**config.mk**
```make
export PLATFORM = sky130hd
export DESIGN_NAME = packet_header_crc_codec
export DESIGN_NICKNAME = d
export VERILOG_FILES = /design/src/sv/phcc_pkg.sv /design/src/sv/phcc_crc8.sv /design/src/sv/packet_header_crc_codec.sv
export SDC_FILE = /design/constraint.sdc
export NUM_CORES = 2
export LEC_CHECK = 0
export CORE_MARGIN = 5
export CORE_UTILIZATION = 38
export CTS_BUF_LIST = sky130_fd_sc_hd__clkbuf_2 sky130_fd_sc_hd__clkbuf_4 sky130_fd_sc_hd__clkbuf_8
export DETAILED_ROUTE_END_ITERATION = 12
export DONT_BUFFER_PORTS = 1
export GPL_ROUTABILITY_DRIVEN = 0
export SLEW_MARGIN = 10
export SYNTH_ARGS = -nofsm -noshare
export SYNTH_HDL_FRONTEND = slang
export SYNTH_SLANG_ARGS = --single-unit
```
**constraint.sdc**
```tcl
create_clock -name clock -period 8.13 [get_ports clock]
set_input_delay 1.2195 -clock clock [delete_from_list [all_inputs] [get_ports clock]]
set_output_delay 1.2195 -clock clock [all_outputs]
set_load 0.02 [all_outputs]
```
**src/sv/phcc_pkg.sv**
```systemverilog
// ----------------------------------------------------------------------------
// phcc_pkg
// Shared constants for the packet header build / check block: CRC-8
// parameters, stream widths and default timing constants.
// ----------------------------------------------------------------------------
package phcc_pkg;

   // crc-8, polynomial x^8+x^7+x^5+x^2+x+1, msb first, zero init
   localparam int unsigned CRC_W       = 8;
   localparam int unsigned CRC_MSG_W   = 56;
   localparam logic [7:0]  CRC_POLY_LOW = 8'hA7;

   // header fields
   localparam int unsigned WORD_W    = 32;
   localparam int unsigned PATTERN_W = 9;

   // item kind on req_tuser
   localparam logic KIND_CHECK = 1'b0;
   localparam logic KIND_BUILD = 1'b1;

   // time delay: residue of one orbit plus three bits of orbit-of-eight
   localparam int unsigned RES_W        = 12;
   localparam int unsigned TIME_DELAY_W = 15;

   // crossings per orbit, default
   localparam int unsigned ORBIT_CROSSINGS_DEF = 3564;

   // stream widths, padded to whole bytes
   localparam int unsigned REQ_TDATA_W = 176;
   localparam int unsigned RSP_TDATA_W = 136;

endpackage

```
**src/sv/phcc_crc8.sv**
```systemverilog
// ----------------------------------------------------------------------------
// phcc_crc8
// CRC-8 (0x1A7, msb first, zero init, no final xor) over a 56-bit message,
// computed as one xor tree of per-bit constant columns.
// ----------------------------------------------------------------------------
module phcc_crc8 (
   input  logic [phcc_pkg::CRC_MSG_W-1:0] msg_in,
   output logic [phcc_pkg::CRC_W-1:0]     crc_out
);
   import phcc_pkg::*;

   // crc of a message with only bit pos set, worked out at elaboration
   function automatic logic [CRC_W-1:0] crc_column(int unsigned pos);
      logic [CRC_MSG_W-1:0] m;
      logic [CRC_W-1:0]     c;
      logic                 fb;
      m = '0;
      m[pos] = 1'b1;
      c = '0;
      for (int i = CRC_MSG_W - 1; i >= 0; i--) begin
         fb = c[CRC_W-1] ^ m[i];
         c  = {c[CRC_W-2:0], 1'b0};
         if (fb) begin
            c = c ^ CRC_POLY_LOW;
         end
      end
      return c;
   endfunction

   logic [CRC_W-1:0] column_masked [CRC_MSG_W];

   // mask each constant column with its message bit
   for (genvar j = 0; j < CRC_MSG_W; j++) begin : g_col
      localparam logic [CRC_W-1:0] COL = crc_column(j);
      assign column_masked[j] = msg_in[j] ? COL : '0;
   end

   // xor all masked columns
   always_comb begin
      crc_out = '0;
      for (int j = 0; j < CRC_MSG_W; j++) begin
         crc_out = crc_out ^ column_masked[j];
      end
   end

endmodule

```
**src/sv/packet_header_crc_codec.sv**
```systemverilog
// ----------------------------------------------------------------------------
// packet_header_crc_codec
// Builds or checks a two-word packet header with a CRC-8 in the low byte,
// decodes its fields and gives the crossing delay modulo eight orbits.
// ----------------------------------------------------------------------------
//
//  channel  dir  ports                          item
//  req      in   req_tvalid/tready/tdata/tuser  header words or fields, kind
//  rsp      out  rsp_tvalid/tready/tdata        words, decoded fields, delay
//  csr      in   csr_valid/ready/wdata          header pattern register
//
//  One item per cycle unless rsp_tready stalls; items pass the delay path
//  stages: header time, subtract, modular fold products, fold sum,
//  reciprocal multiply, back multiply, correction and output register.
//  Reset clears the stage valid bits and the pattern register only.
//  Each stage moves when it is empty or the stage after it moves, so
//  bubbles are filled while a result waits on rsp_tready; nothing is
//  dropped or repeated under stalls.
//
module packet_header_crc_codec #(
   parameter int unsigned ORBIT_CROSSINGS = phcc_pkg::ORBIT_CROSSINGS_DEF
) (
   input  logic                               clock,
   input  logic                               reset,
   // csr write channel
   input  logic                               csr_valid,
   output logic                               csr_ready,
   input  logic [phcc_pkg::PATTERN_W-1:0]     csr_wdata,   // header_pattern
   // request stream
   input  logic                               req_tvalid,
   output logic                               req_tready,
   // raw_first_word[31:0], raw_second_word[63:32], current_crossing[127:64],
   // length_in[136:128], flags_in[144:137], dtype_in[145], orbit_in[148:146],
   // event_in[154:149], bunch_in[166:155], reset_req_in[168:167], zero pad
   input  logic [phcc_pkg::REQ_TDATA_W-1:0]   req_tdata,
   input  logic                               req_tuser,   // kind
   // response stream
   output logic                               rsp_tvalid,
   input  logic                               rsp_tready,
   // first_word_out[31:0], second_word_out[63:32], pattern_out[72:64],
   // length_out[81:73], flags_out[89:82], dtype_out[90], orbit_out[93:91],
   // event_out[99:94], bunch_out[111:100], reset_req_out[113:112],
   // crc_ok[114], time_delay[129:115], zero pad
   output logic [phcc_pkg::RSP_TDATA_W-1:0]   rsp_tdata
);
   import phcc_pkg::*;

   localparam int unsigned N_STAGES = 7;
   localparam int unsigned CHUNK_W  = 12;
   localparam int unsigned N_CHUNKS = 6;
   localparam int unsigned FOLD_W   = 27;
   localparam int unsigned RECIP_SH = 27;
   localparam int unsigned REM_W    = 14;

   // 2^(12k) mod orbit, for folding the 61-bit quotient by eight
   localparam logic [CHUNK_W-1:0] FOLD [N_CHUNKS] = '{
      CHUNK_W'((64'd1 <<  0) % ORBIT_CROSSINGS),
      CHUNK_W'((64'd1 << 12) % ORBIT_CROSSINGS),
      CHUNK_W'((64'd1 << 24) % ORBIT_CROSSINGS),
      CHUNK_W'((64'd1 << 36) % ORBIT_CROSSINGS),
      CHUNK_W'((64'd1 << 48) % ORBIT_CROSSINGS),
      CHUNK_W'((64'd1 << 60) % ORBIT_CROSSINGS)
   };
   // reciprocal of the orbit length, estimate is low by at most one
   localparam logic [RECIP_SH:0] RECIP =
      (RECIP_SH+1)'((64'd1 << RECIP_SH) / ORBIT_CROSSINGS);
   localparam logic [12:0]      OC13  = 13'(ORBIT_CROSSINGS);
   localparam logic [REM_W-1:0] OC_REM = REM_W'(ORBIT_CROSSINGS);

   typedef struct packed {
      logic [WORD_W-1:0] first_word;
      logic [WORD_W-1:0] second_word;
      logic              crc_ok;
      logic [2:0]        low3;
   } hdr_type;

   // ------------------------------------------------------------------
   // configuration register
   // ------------------------------------------------------------------
   logic [PATTERN_W-1:0] header_pattern_ff, header_pattern_in;

   assign csr_ready = 1'b1;
   assign header_pattern_in = csr_wdata;

   always_ff @(posedge clock) begin
      if (reset) begin
         header_pattern_ff <= '0;
      end else if (csr_valid && csr_ready) begin
         header_pattern_ff <= header_pattern_in;
      end
   end

   // ------------------------------------------------------------------
   // stage valid bits and moves
   // ------------------------------------------------------------------
   logic [N_STAGES-1:0] stage_valid_ff, stage_valid_in;
   logic [N_STAGES-1:0] stage_en;

   always_comb begin
      stage_en[N_STAGES-1] = !stage_valid_ff[N_STAGES-1] || rsp_tready;
      for (int k = N_STAGES - 2; k >= 0; k--) begin
         stage_en[k] = !stage_valid_ff[k] || stage_en[k+1];
      end
   end

   always_comb begin
      stage_valid_in[0] = stage_en[0] ? req_tvalid : stage_valid_ff[0];
      for (int k = 1; k < N_STAGES; k++) begin
         stage_valid_in[k] = stage_en[k] ? stage_valid_ff[k-1] : stage_valid_ff[k];
      end
   end

   always_ff @(posedge clock) begin
      if (reset) begin
         stage_valid_ff <= '0;
      end else begin
         stage_valid_ff <= stage_valid_in;
      end
   end

   assign req_tready = stage_en[0];

   // ------------------------------------------------------------------
   // stage 1: assemble words, header time
   // ------------------------------------------------------------------
   logic              in_build;
   logic [8:0]        in_length;
   logic [7:0]        in_flags;
   logic              in_dtype;
   logic [WORD_W-1:0] build_first, build_second;

   logic              st1_kind_ff, st1_kind_in;
   logic [WORD_W-1:0] st1_first_ff, st1_first_in;
   logic [WORD_W-1:0] st1_second_ff, st1_second_in;
   logic [63:0]       st1_cross_ff, st1_cross_in;
   logic [15:0]       st1_htime_ff, st1_htime_in;

   assign in_build  = (req_tuser == KIND_BUILD);
   assign in_length = req_tdata[136:128];
   assign in_flags  = req_tdata[144:137];
   // zero length marks a truncated packet
   assign in_dtype  = (in_length == '0) ? 1'b1 : req_tdata[145];

   assign build_first  = {header_pattern_ff, in_length, in_flags[6:0], in_dtype, 6'b0};
   assign build_second = {req_tdata[166:155], req_tdata[154:149], req_tdata[148:146],
                          in_flags[7], req_tdata[168:167], 8'h00};

   assign st1_kind_in   = in_build;
   assign st1_first_in  = in_build ? build_first  : req_tdata[31:0];
   assign st1_second_in = in_build ? build_second : req_tdata[63:32];
   assign st1_cross_in  = req_tdata[127:64];
   assign st1_htime_in  = 16'(ORBIT_CROSSINGS) * 16'(st1_second_in[13:11])
                        + 16'(st1_second_in[31:20]);

   always_ff @(posedge clock) begin
      if (stage_en[0]) begin
         st1_kind_ff   <= st1_kind_in;
         st1_first_ff  <= st1_first_in;
         st1_second_ff <= st1_second_in;
         st1_cross_ff  <= st1_cross_in;
         st1_htime_ff  <= st1_htime_in;
      end
   end

   // ------------------------------------------------------------------
   // stage 2: crc and crossing difference
   // ------------------------------------------------------------------
   logic [CRC_W-1:0] crc_calc;

   phcc_crc8 u_crc (
      .msg_in  ({st1_first_ff, st1_second_ff[WORD_W-1:CRC_W]}),
      .crc_out (crc_calc)
   );

   hdr_type     st2_hdr_ff, st2_hdr_in;
   logic [63:0] st2_diff_ff, st2_diff_in;

   always_comb begin
      st2_diff_in            = st1_cross_ff - 64'(st1_htime_ff);
      st2_hdr_in.first_word  = st1_first_ff;
      st2_hdr_in.second_word = st1_kind_ff ? {st1_second_ff[WORD_W-1:CRC_W], crc_calc}
                                           : st1_second_ff;
      st2_hdr_in.crc_ok      = st1_kind_ff || (st1_second_ff[CRC_W-1:0] == crc_calc);
      st2_hdr_in.low3        = st2_diff_in[2:0];
   end

   always_ff @(posedge clock) begin
      if (stage_en[1]) begin
         st2_hdr_ff  <= st2_hdr_in;
         st2_diff_ff <= st2_diff_in;
      end
   end

   // ------------------------------------------------------------------
   // stage 3: fold products of the difference divided by eight
   // ------------------------------------------------------------------
   logic [CHUNK_W*N_CHUNKS-1:0] quot8;
   hdr_type                     st3_hdr_ff;
   logic [2*CHUNK_W-1:0]        st3_prod_ff [N_CHUNKS];
   logic [2*CHUNK_W-1:0]        st3_prod_in [N_CHUNKS];

   assign quot8 = (CHUNK_W*N_CHUNKS)'(st2_diff_ff[63:3]);

   always_comb begin
      for (int k = 0; k < N_CHUNKS; k++) begin
         st3_prod_in[k] = (2*CHUNK_W)'(quot8[k*CHUNK_W +: CHUNK_W])
                        * (2*CHUNK_W)'(FOLD[k]);
      end
   end

   always_ff @(posedge clock) begin
      if (stage_en[2]) begin
         st3_hdr_ff  <= st2_hdr_ff;
         st3_prod_ff <= st3_prod_in;
      end
   end

   // ------------------------------------------------------------------
   // stage 4: fold sum
   // ------------------------------------------------------------------
   hdr_type           st4_hdr_ff;
   logic [FOLD_W-1:0] st4_fold_ff, st4_fold_in;

   always_comb begin
      st4_fold_in = '0;
      for (int k = 0; k < N_CHUNKS; k++) begin
         st4_fold_in = st4_fold_in + FOLD_W'(st3_prod_ff[k]);
      end
   end

   always_ff @(posedge clock) begin
      if (stage_en[3]) begin
         st4_hdr_ff  <= st3_hdr_ff;
         st4_fold_ff <= st4_fold_in;
      end
   end

   // ------------------------------------------------------------------
   // stage 5: quotient estimate by reciprocal
   // ------------------------------------------------------------------
   logic [FOLD_W+RECIP_SH:0] recip_prod;
   hdr_type                  st5_hdr_ff;
   logic [FOLD_W-1:0]        st5_fold_ff;
   logic [FOLD_W-1:0]        st5_quot_ff, st5_quot_in;

   assign recip_prod  = (FOLD_W+RECIP_SH+1)'(st4_fold_ff) * (FOLD_W+RECIP_SH+1)'(RECIP);
   assign st5_quot_in = recip_prod[RECIP_SH +: FOLD_W];

   always_ff @(posedge clock) begin
      if (stage_en[4]) begin
         st5_hdr_ff  <= st4_hdr_ff;
         st5_fold_ff <= st4_fold_ff;
         st5_quot_ff <= st5_quot_in;
      end
   end

   // ------------------------------------------------------------------
   // stage 6: remainder estimate, below twice the orbit
   // ------------------------------------------------------------------
   logic [FOLD_W+12:0] back_prod;
   logic [FOLD_W-1:0]  rem_full;
   hdr_type            st6_hdr_ff;
   logic [REM_W-1:0]   st6_rem_ff, st6_rem_in;

   assign back_prod  = (FOLD_W+13)'(st5_quot_ff) * (FOLD_W+13)'(OC13);
   assign rem_full   = st5_fold_ff - back_prod[FOLD_W-1:0];
   assign st6_rem_in = rem_full[REM_W-1:0];

   always_ff @(posedge clock) begin
      if (stage_en[5]) begin
         st6_hdr_ff <= st5_hdr_ff;
         st6_rem_ff <= st6_rem_in;
      end
   end

   // ------------------------------------------------------------------
   // stage 7: correction and output register
   // ------------------------------------------------------------------
   logic [REM_W-1:0]        rem_fix;
   hdr_type                 st7_hdr_ff;
   logic [TIME_DELAY_W-1:0] st7_delay_ff, st7_delay_in;

   assign rem_fix      = (st6_rem_ff >= OC_REM) ? (st6_rem_ff - OC_REM) : st6_rem_ff;
   assign st7_delay_in = {rem_fix[RES_W-1:0], st6_hdr_ff.low3};

   always_ff @(posedge clock) begin
      if (stage_en[6]) begin
         st7_hdr_ff   <= st6_hdr_ff;
         st7_delay_ff <= st7_delay_in;
      end
   end

   // ------------------------------------------------------------------
   // response packing, fields decoded from the words
   // ------------------------------------------------------------------
   logic [WORD_W-1:0] out_first, out_second;

   assign out_first  = st7_hdr_ff.first_word;
   assign out_second = st7_hdr_ff.second_word;
   assign rsp_tvalid = stage_valid_ff[N_STAGES-1];
   assign rsp_tdata  = {6'b0,
                        st7_delay_ff,
                        st7_hdr_ff.crc_ok,
                        out_second[9:8],
                        out_second[31:20],
                        out_second[19:14],
                        out_second[13:11],
                        out_first[6],
                        out_second[10], out_first[13:7],
                        out_first[22:14],
                        out_first[31:23],
                        out_second,
                        out_first};

   // ------------------------------------------------------------------
   // assertions
   // ------------------------------------------------------------------
   // quotient estimate never overshoots
   a_quot_low: assert property (@(posedge clock) disable iff (reset)
      stage_valid_ff[4] |-> (back_prod[FOLD_W+12:0] <= (FOLD_W+13)'(st5_fold_ff)))
      else $error("reciprocal quotient too large");

   // remainder estimate stays below twice the orbit
   a_rem_bound: assert property (@(posedge clock) disable iff (reset)
      stage_valid_ff[5] |-> ((FOLD_W+1)'(st6_rem_ff) < (FOLD_W+1)'(2 * ORBIT_CROSSINGS)))
      else $error("remainder estimate out of range");

   // delivered residue is below one orbit
   a_delay_bound: assert property (@(posedge clock) disable iff (reset)
      rsp_tvalid |-> (13'(st7_delay_ff[TIME_DELAY_W-1:3]) < OC13))
      else $error("time delay residue out of range");

   // an empty last stage lets the whole pipeline take an item
   a_ready_chain: assert property (@(posedge clock) disable iff (reset)
      !stage_valid_ff[N_STAGES-1] |-> req_tready)
      else $error("pipeline blocked with empty output stage");

   // a built header leaves stage two marked good
   a_build_ok: assert property (@(posedge clock) disable iff (reset)
      (stage_valid_ff[0] && st1_kind_ff && stage_en[1]) |=> st2_hdr_ff.crc_ok)
      else $error("built header not marked good");

endmodule
```
==> metrics.csv <==
metric;value;unit
relSlewSlack;0.261;
root_buffer;clkbuf_8;
grt_max_degree;84;
start_util;0.383;
cts_hold_buf;0;
rsz0062_at_grt;false;
die_x;358;um
yosysUniqueCellTypes;71;
cap_violations;0;
tritoncts;done;
htreeDepth;4;
critPathRequiredTime;8700;ps
post_cts_buffers;0;
areaGrowthSynthToFinish;9.49;%
globalRouteTotalUtil;0.143;
cts_sinks;797;
syn_inst;3287;
die_h;358;um
slew_viol_final;0;
drc;0;
die_area;0.128;mm2
drt_iter0_drc;1031;
synth-seq-area-share;0.516;
hold_viol;0;
routed_wl;89.4;mm
worst-setup-path-type;reg -> reg;
grt_pass1_wl;140;mm
nets;4358;
cts_resized;0;
antenna_left;0;
fin_tns_setup;0;ps
critPathArrivalTime;6870;ps
overflow;0;
startpoint_type;register;
outcome;finished, final reports clean;
drt-vias-per-instance;4.61;
synthesis.area;0.0460;mm2
worstSetupEndpointType;register;
drive_gt1_frac;0.0911;
crit_fanout;8;
core;0.120;mm2
period_needed;6310;ps
yosysTopAreaCell;edfxtp_1;
clk_pin_slew_worst_paths;60;ps
clock_skew;40.5;ps
syn_area_per_cell;14.0;um2
ys_warn_count;0;
drt-pass1-iter-count;5;
antenna_found_initial;7;
tightest_slew;1110;ps
fmax;0.159;GHz
async_reset_ff_frac;0;
cts_buffer_depth;3;
synth_edf_count;781;
port_buffers;0;
synth_top_flop_cell;edfxtp_1;
fin_crit_sh;0.776;
wl_per_cell;17.6;um
clkLatencyLatePin;840;ps
grt_pass1_vias;24737;
fp-row-count;127;
synthTopCellsByArea;edfxtp_1, ha_1, fa_1;
cts_made_buffers;139;
setup_viol;0;
post-dp-hpwl;68.5;mm
hold_path.class;reg -> reg;
vias;23452;
synth_top_area_frac;0.509;
ios;330;
synth_seq_cells;797;
cell usage in the layout, fill, tap and decap left out, types with 12 or more instances in the layout:
| cell | synthesis | final |
|---|---|---|
| edfxtp_1 | 781 | 781 |
| inv_1 | 529 | 526 |
| ha_1 | 505 | 505 |
| fa_1 | 296 | 296 |
| xnor2_1 | 245 | 245 |
| clkbuf_8 | 0 | 141 |
| nor2_1 | 117 | 117 |
| a21oi_1 | 98 | 97 |
| xor2_1 | 78 | 78 |
| o21ai_0 | 55 | 55 |
| nand2_1 | 55 | 53 |
| mux2_2 | 51 | 51 |
| nor3_1 | 43 | 43 |
| nand3_1 | 43 | 42 |
| nor2b_1 | 36 | 36 |
| clkbuf_4 | 0 | 36 |
| clkinv_1 | 0 | 28 |
| a21o_1 | 27 | 27 |
| o21bai_1 | 22 | 22 |
| clkinv_2 | 0 | 20 |
| nor4_1 | 17 | 17 |
| nand2b_1 | 16 | 16 |
| dfxtp_1 | 16 | 16 |
| a21boi_0 | 15 | 15 |
| buf_4 | 57 | 14 |
| or3_1 | 13 | 13 |
| mux2i_1 | 13 | 13 |
| o21a_1 | 12 | 12 |
worst max-delay path, cell delays in order, from the launching register on:
cell and delay, ps:
edfxtp_1 610, ha_1 390, ha_1 310, fa_1 460
fa_1 520, fa_1 530, fa_1 500, ha_1 360
nand3_1 100, or2_2 310, or3_1 410, o41ai_1 360
nor2_1 180, o211ai_1 310, nand2_1 100, o21ai_1 270
o22ai_1 150, xnor2_1 140
final timing paths:
check | startpoint | to | slack [ps] | cells after the start
worst max-delay path | st4_fold_ff[16]$_DFFE_PP_ | st5_quot_ff[10]$_DFFE_PP_ | 1820 | 17
worst min-delay path | st6_hdr_ff[42]$_DFFE_PP_ | out_first[6]$_DFFE_PP_ | 400 | 0
worst max register to register | st4_fold_ff[16]$_DFFE_PP_ | st5_quot_ff[10]$_DFFE_PP_ | 1820 | 17
worst min register to register | st6_hdr_ff[42]$_DFFE_PP_ | out_first[6]$_DFFE_PP_ | 400 | 0
synthesized netlist by cell type, types with 13 or more instances:
library cell  number
inv_1            529
or3_1             13
nand3_1           43
nor4_1            17
fa_1             296
nand2_1           55
o21bai_1          22
a21boi_0          15
ha_1             505
nor2_1           117
xnor2_1          245
buf_4             57
a21oi_1           98
dfxtp_1           16
xor2_1            78
edfxtp_1         781
o21ai_0           55
nand2b_1          16
mux2_2            51
nor3_1            43
clkbuf_1          19
mux2i_1           13
a21o_1            27
nor2b_1           36
metal layers:
metal	global-route usage	part of all wire	up-vias
met2	0.228	0.46	417
li1	-	-	11494
met1	0.195	0.46	11419
met4	0.0383	0.018	6
met3	0.0377	0.053	116
met5	0	0.00048	-
logic make-up (layout without fill, tap and decap cells):
group	after synthesis	after routing	synth area share
and+or+nand+nor	398	398	0.0450
adders and majority gates	801	801	0.266
other	2	10	0.000163
DFF	797	797	0.516
AOI/OAI and AO/OA	290	290	0.0399
buffers and inverters	610	787	0.0548
muxes	64	64	0.0153
xor gates and xnor gates	325	325	0.0624
metrics by stage:
step / instance area [um2] / std cells / utilization / hold WS (ps) / setup WS, ps
6_report: 50400 / 5084 / 0.420 / 398 / 1820
5_1_grt: 50400 / 5082 / 0.420 / 370 / 1480
4_1_cts: 50400 / 5081 / 0.420 / 340 / 1780
3_5_place_dp: 47700 / 4837 / 0.397 / 405 / 1810
3_3_place_gp: 47700 / 4837 / 0.397 / 400 / 1890
2_1_floorplan: 46100 / 3292 / - / 400 / 185
sequential cells by signal (all words and copies together), names as in the netlist:
| signal | cells |
|---|---|
| st1_cross_ff | 64 |
| header_pattern_ff | 9 |
| st2_diff_ff | 62 |
| st1_second_ff | 32 |
| out_second | 32 |
| st7_delay_ff | 15 |
| st6_rem_ff | 14 |
| st5_fold_ff | 14 |
| rsp_tdata | 1 |
| st1_htime_ff | 14 |
| st4_hdr_ff | 68 |
| st5_quot_ff | 12 |
| st4_fold_ff | 26 |
| st1_first_ff | 32 |
| stage_valid_ff | 7 |
| st6_hdr_ff | 68 |
| st3_prod_ff | 91 |
| st5_hdr_ff | 68 |
| st2_hdr_ff | 67 |
| st1_kind_ff | 1 |
| out_first | 32 |
| st3_hdr_ff | 68 |
final cells by class:
| cell class | instances | area, um2 |
|---|---|---|
| multi-input cells | 1885 | 19800 |
| flip-flops and latches | 797 | 23800 |
| repair buffers | 14 | 105 |
| clock inverters | 67 | 512 |
| clock buffers | 177 | 2210 |
| well taps | 1612 | 2020 |
| diodes | 3 | 7.51 |
| inverters | 529 | 1990 |
| fillers | 11093 | 69700 |
Power is not shown: default switching activity piles up to over one toggle a cycle in this logic, so the estimate is an artifact.
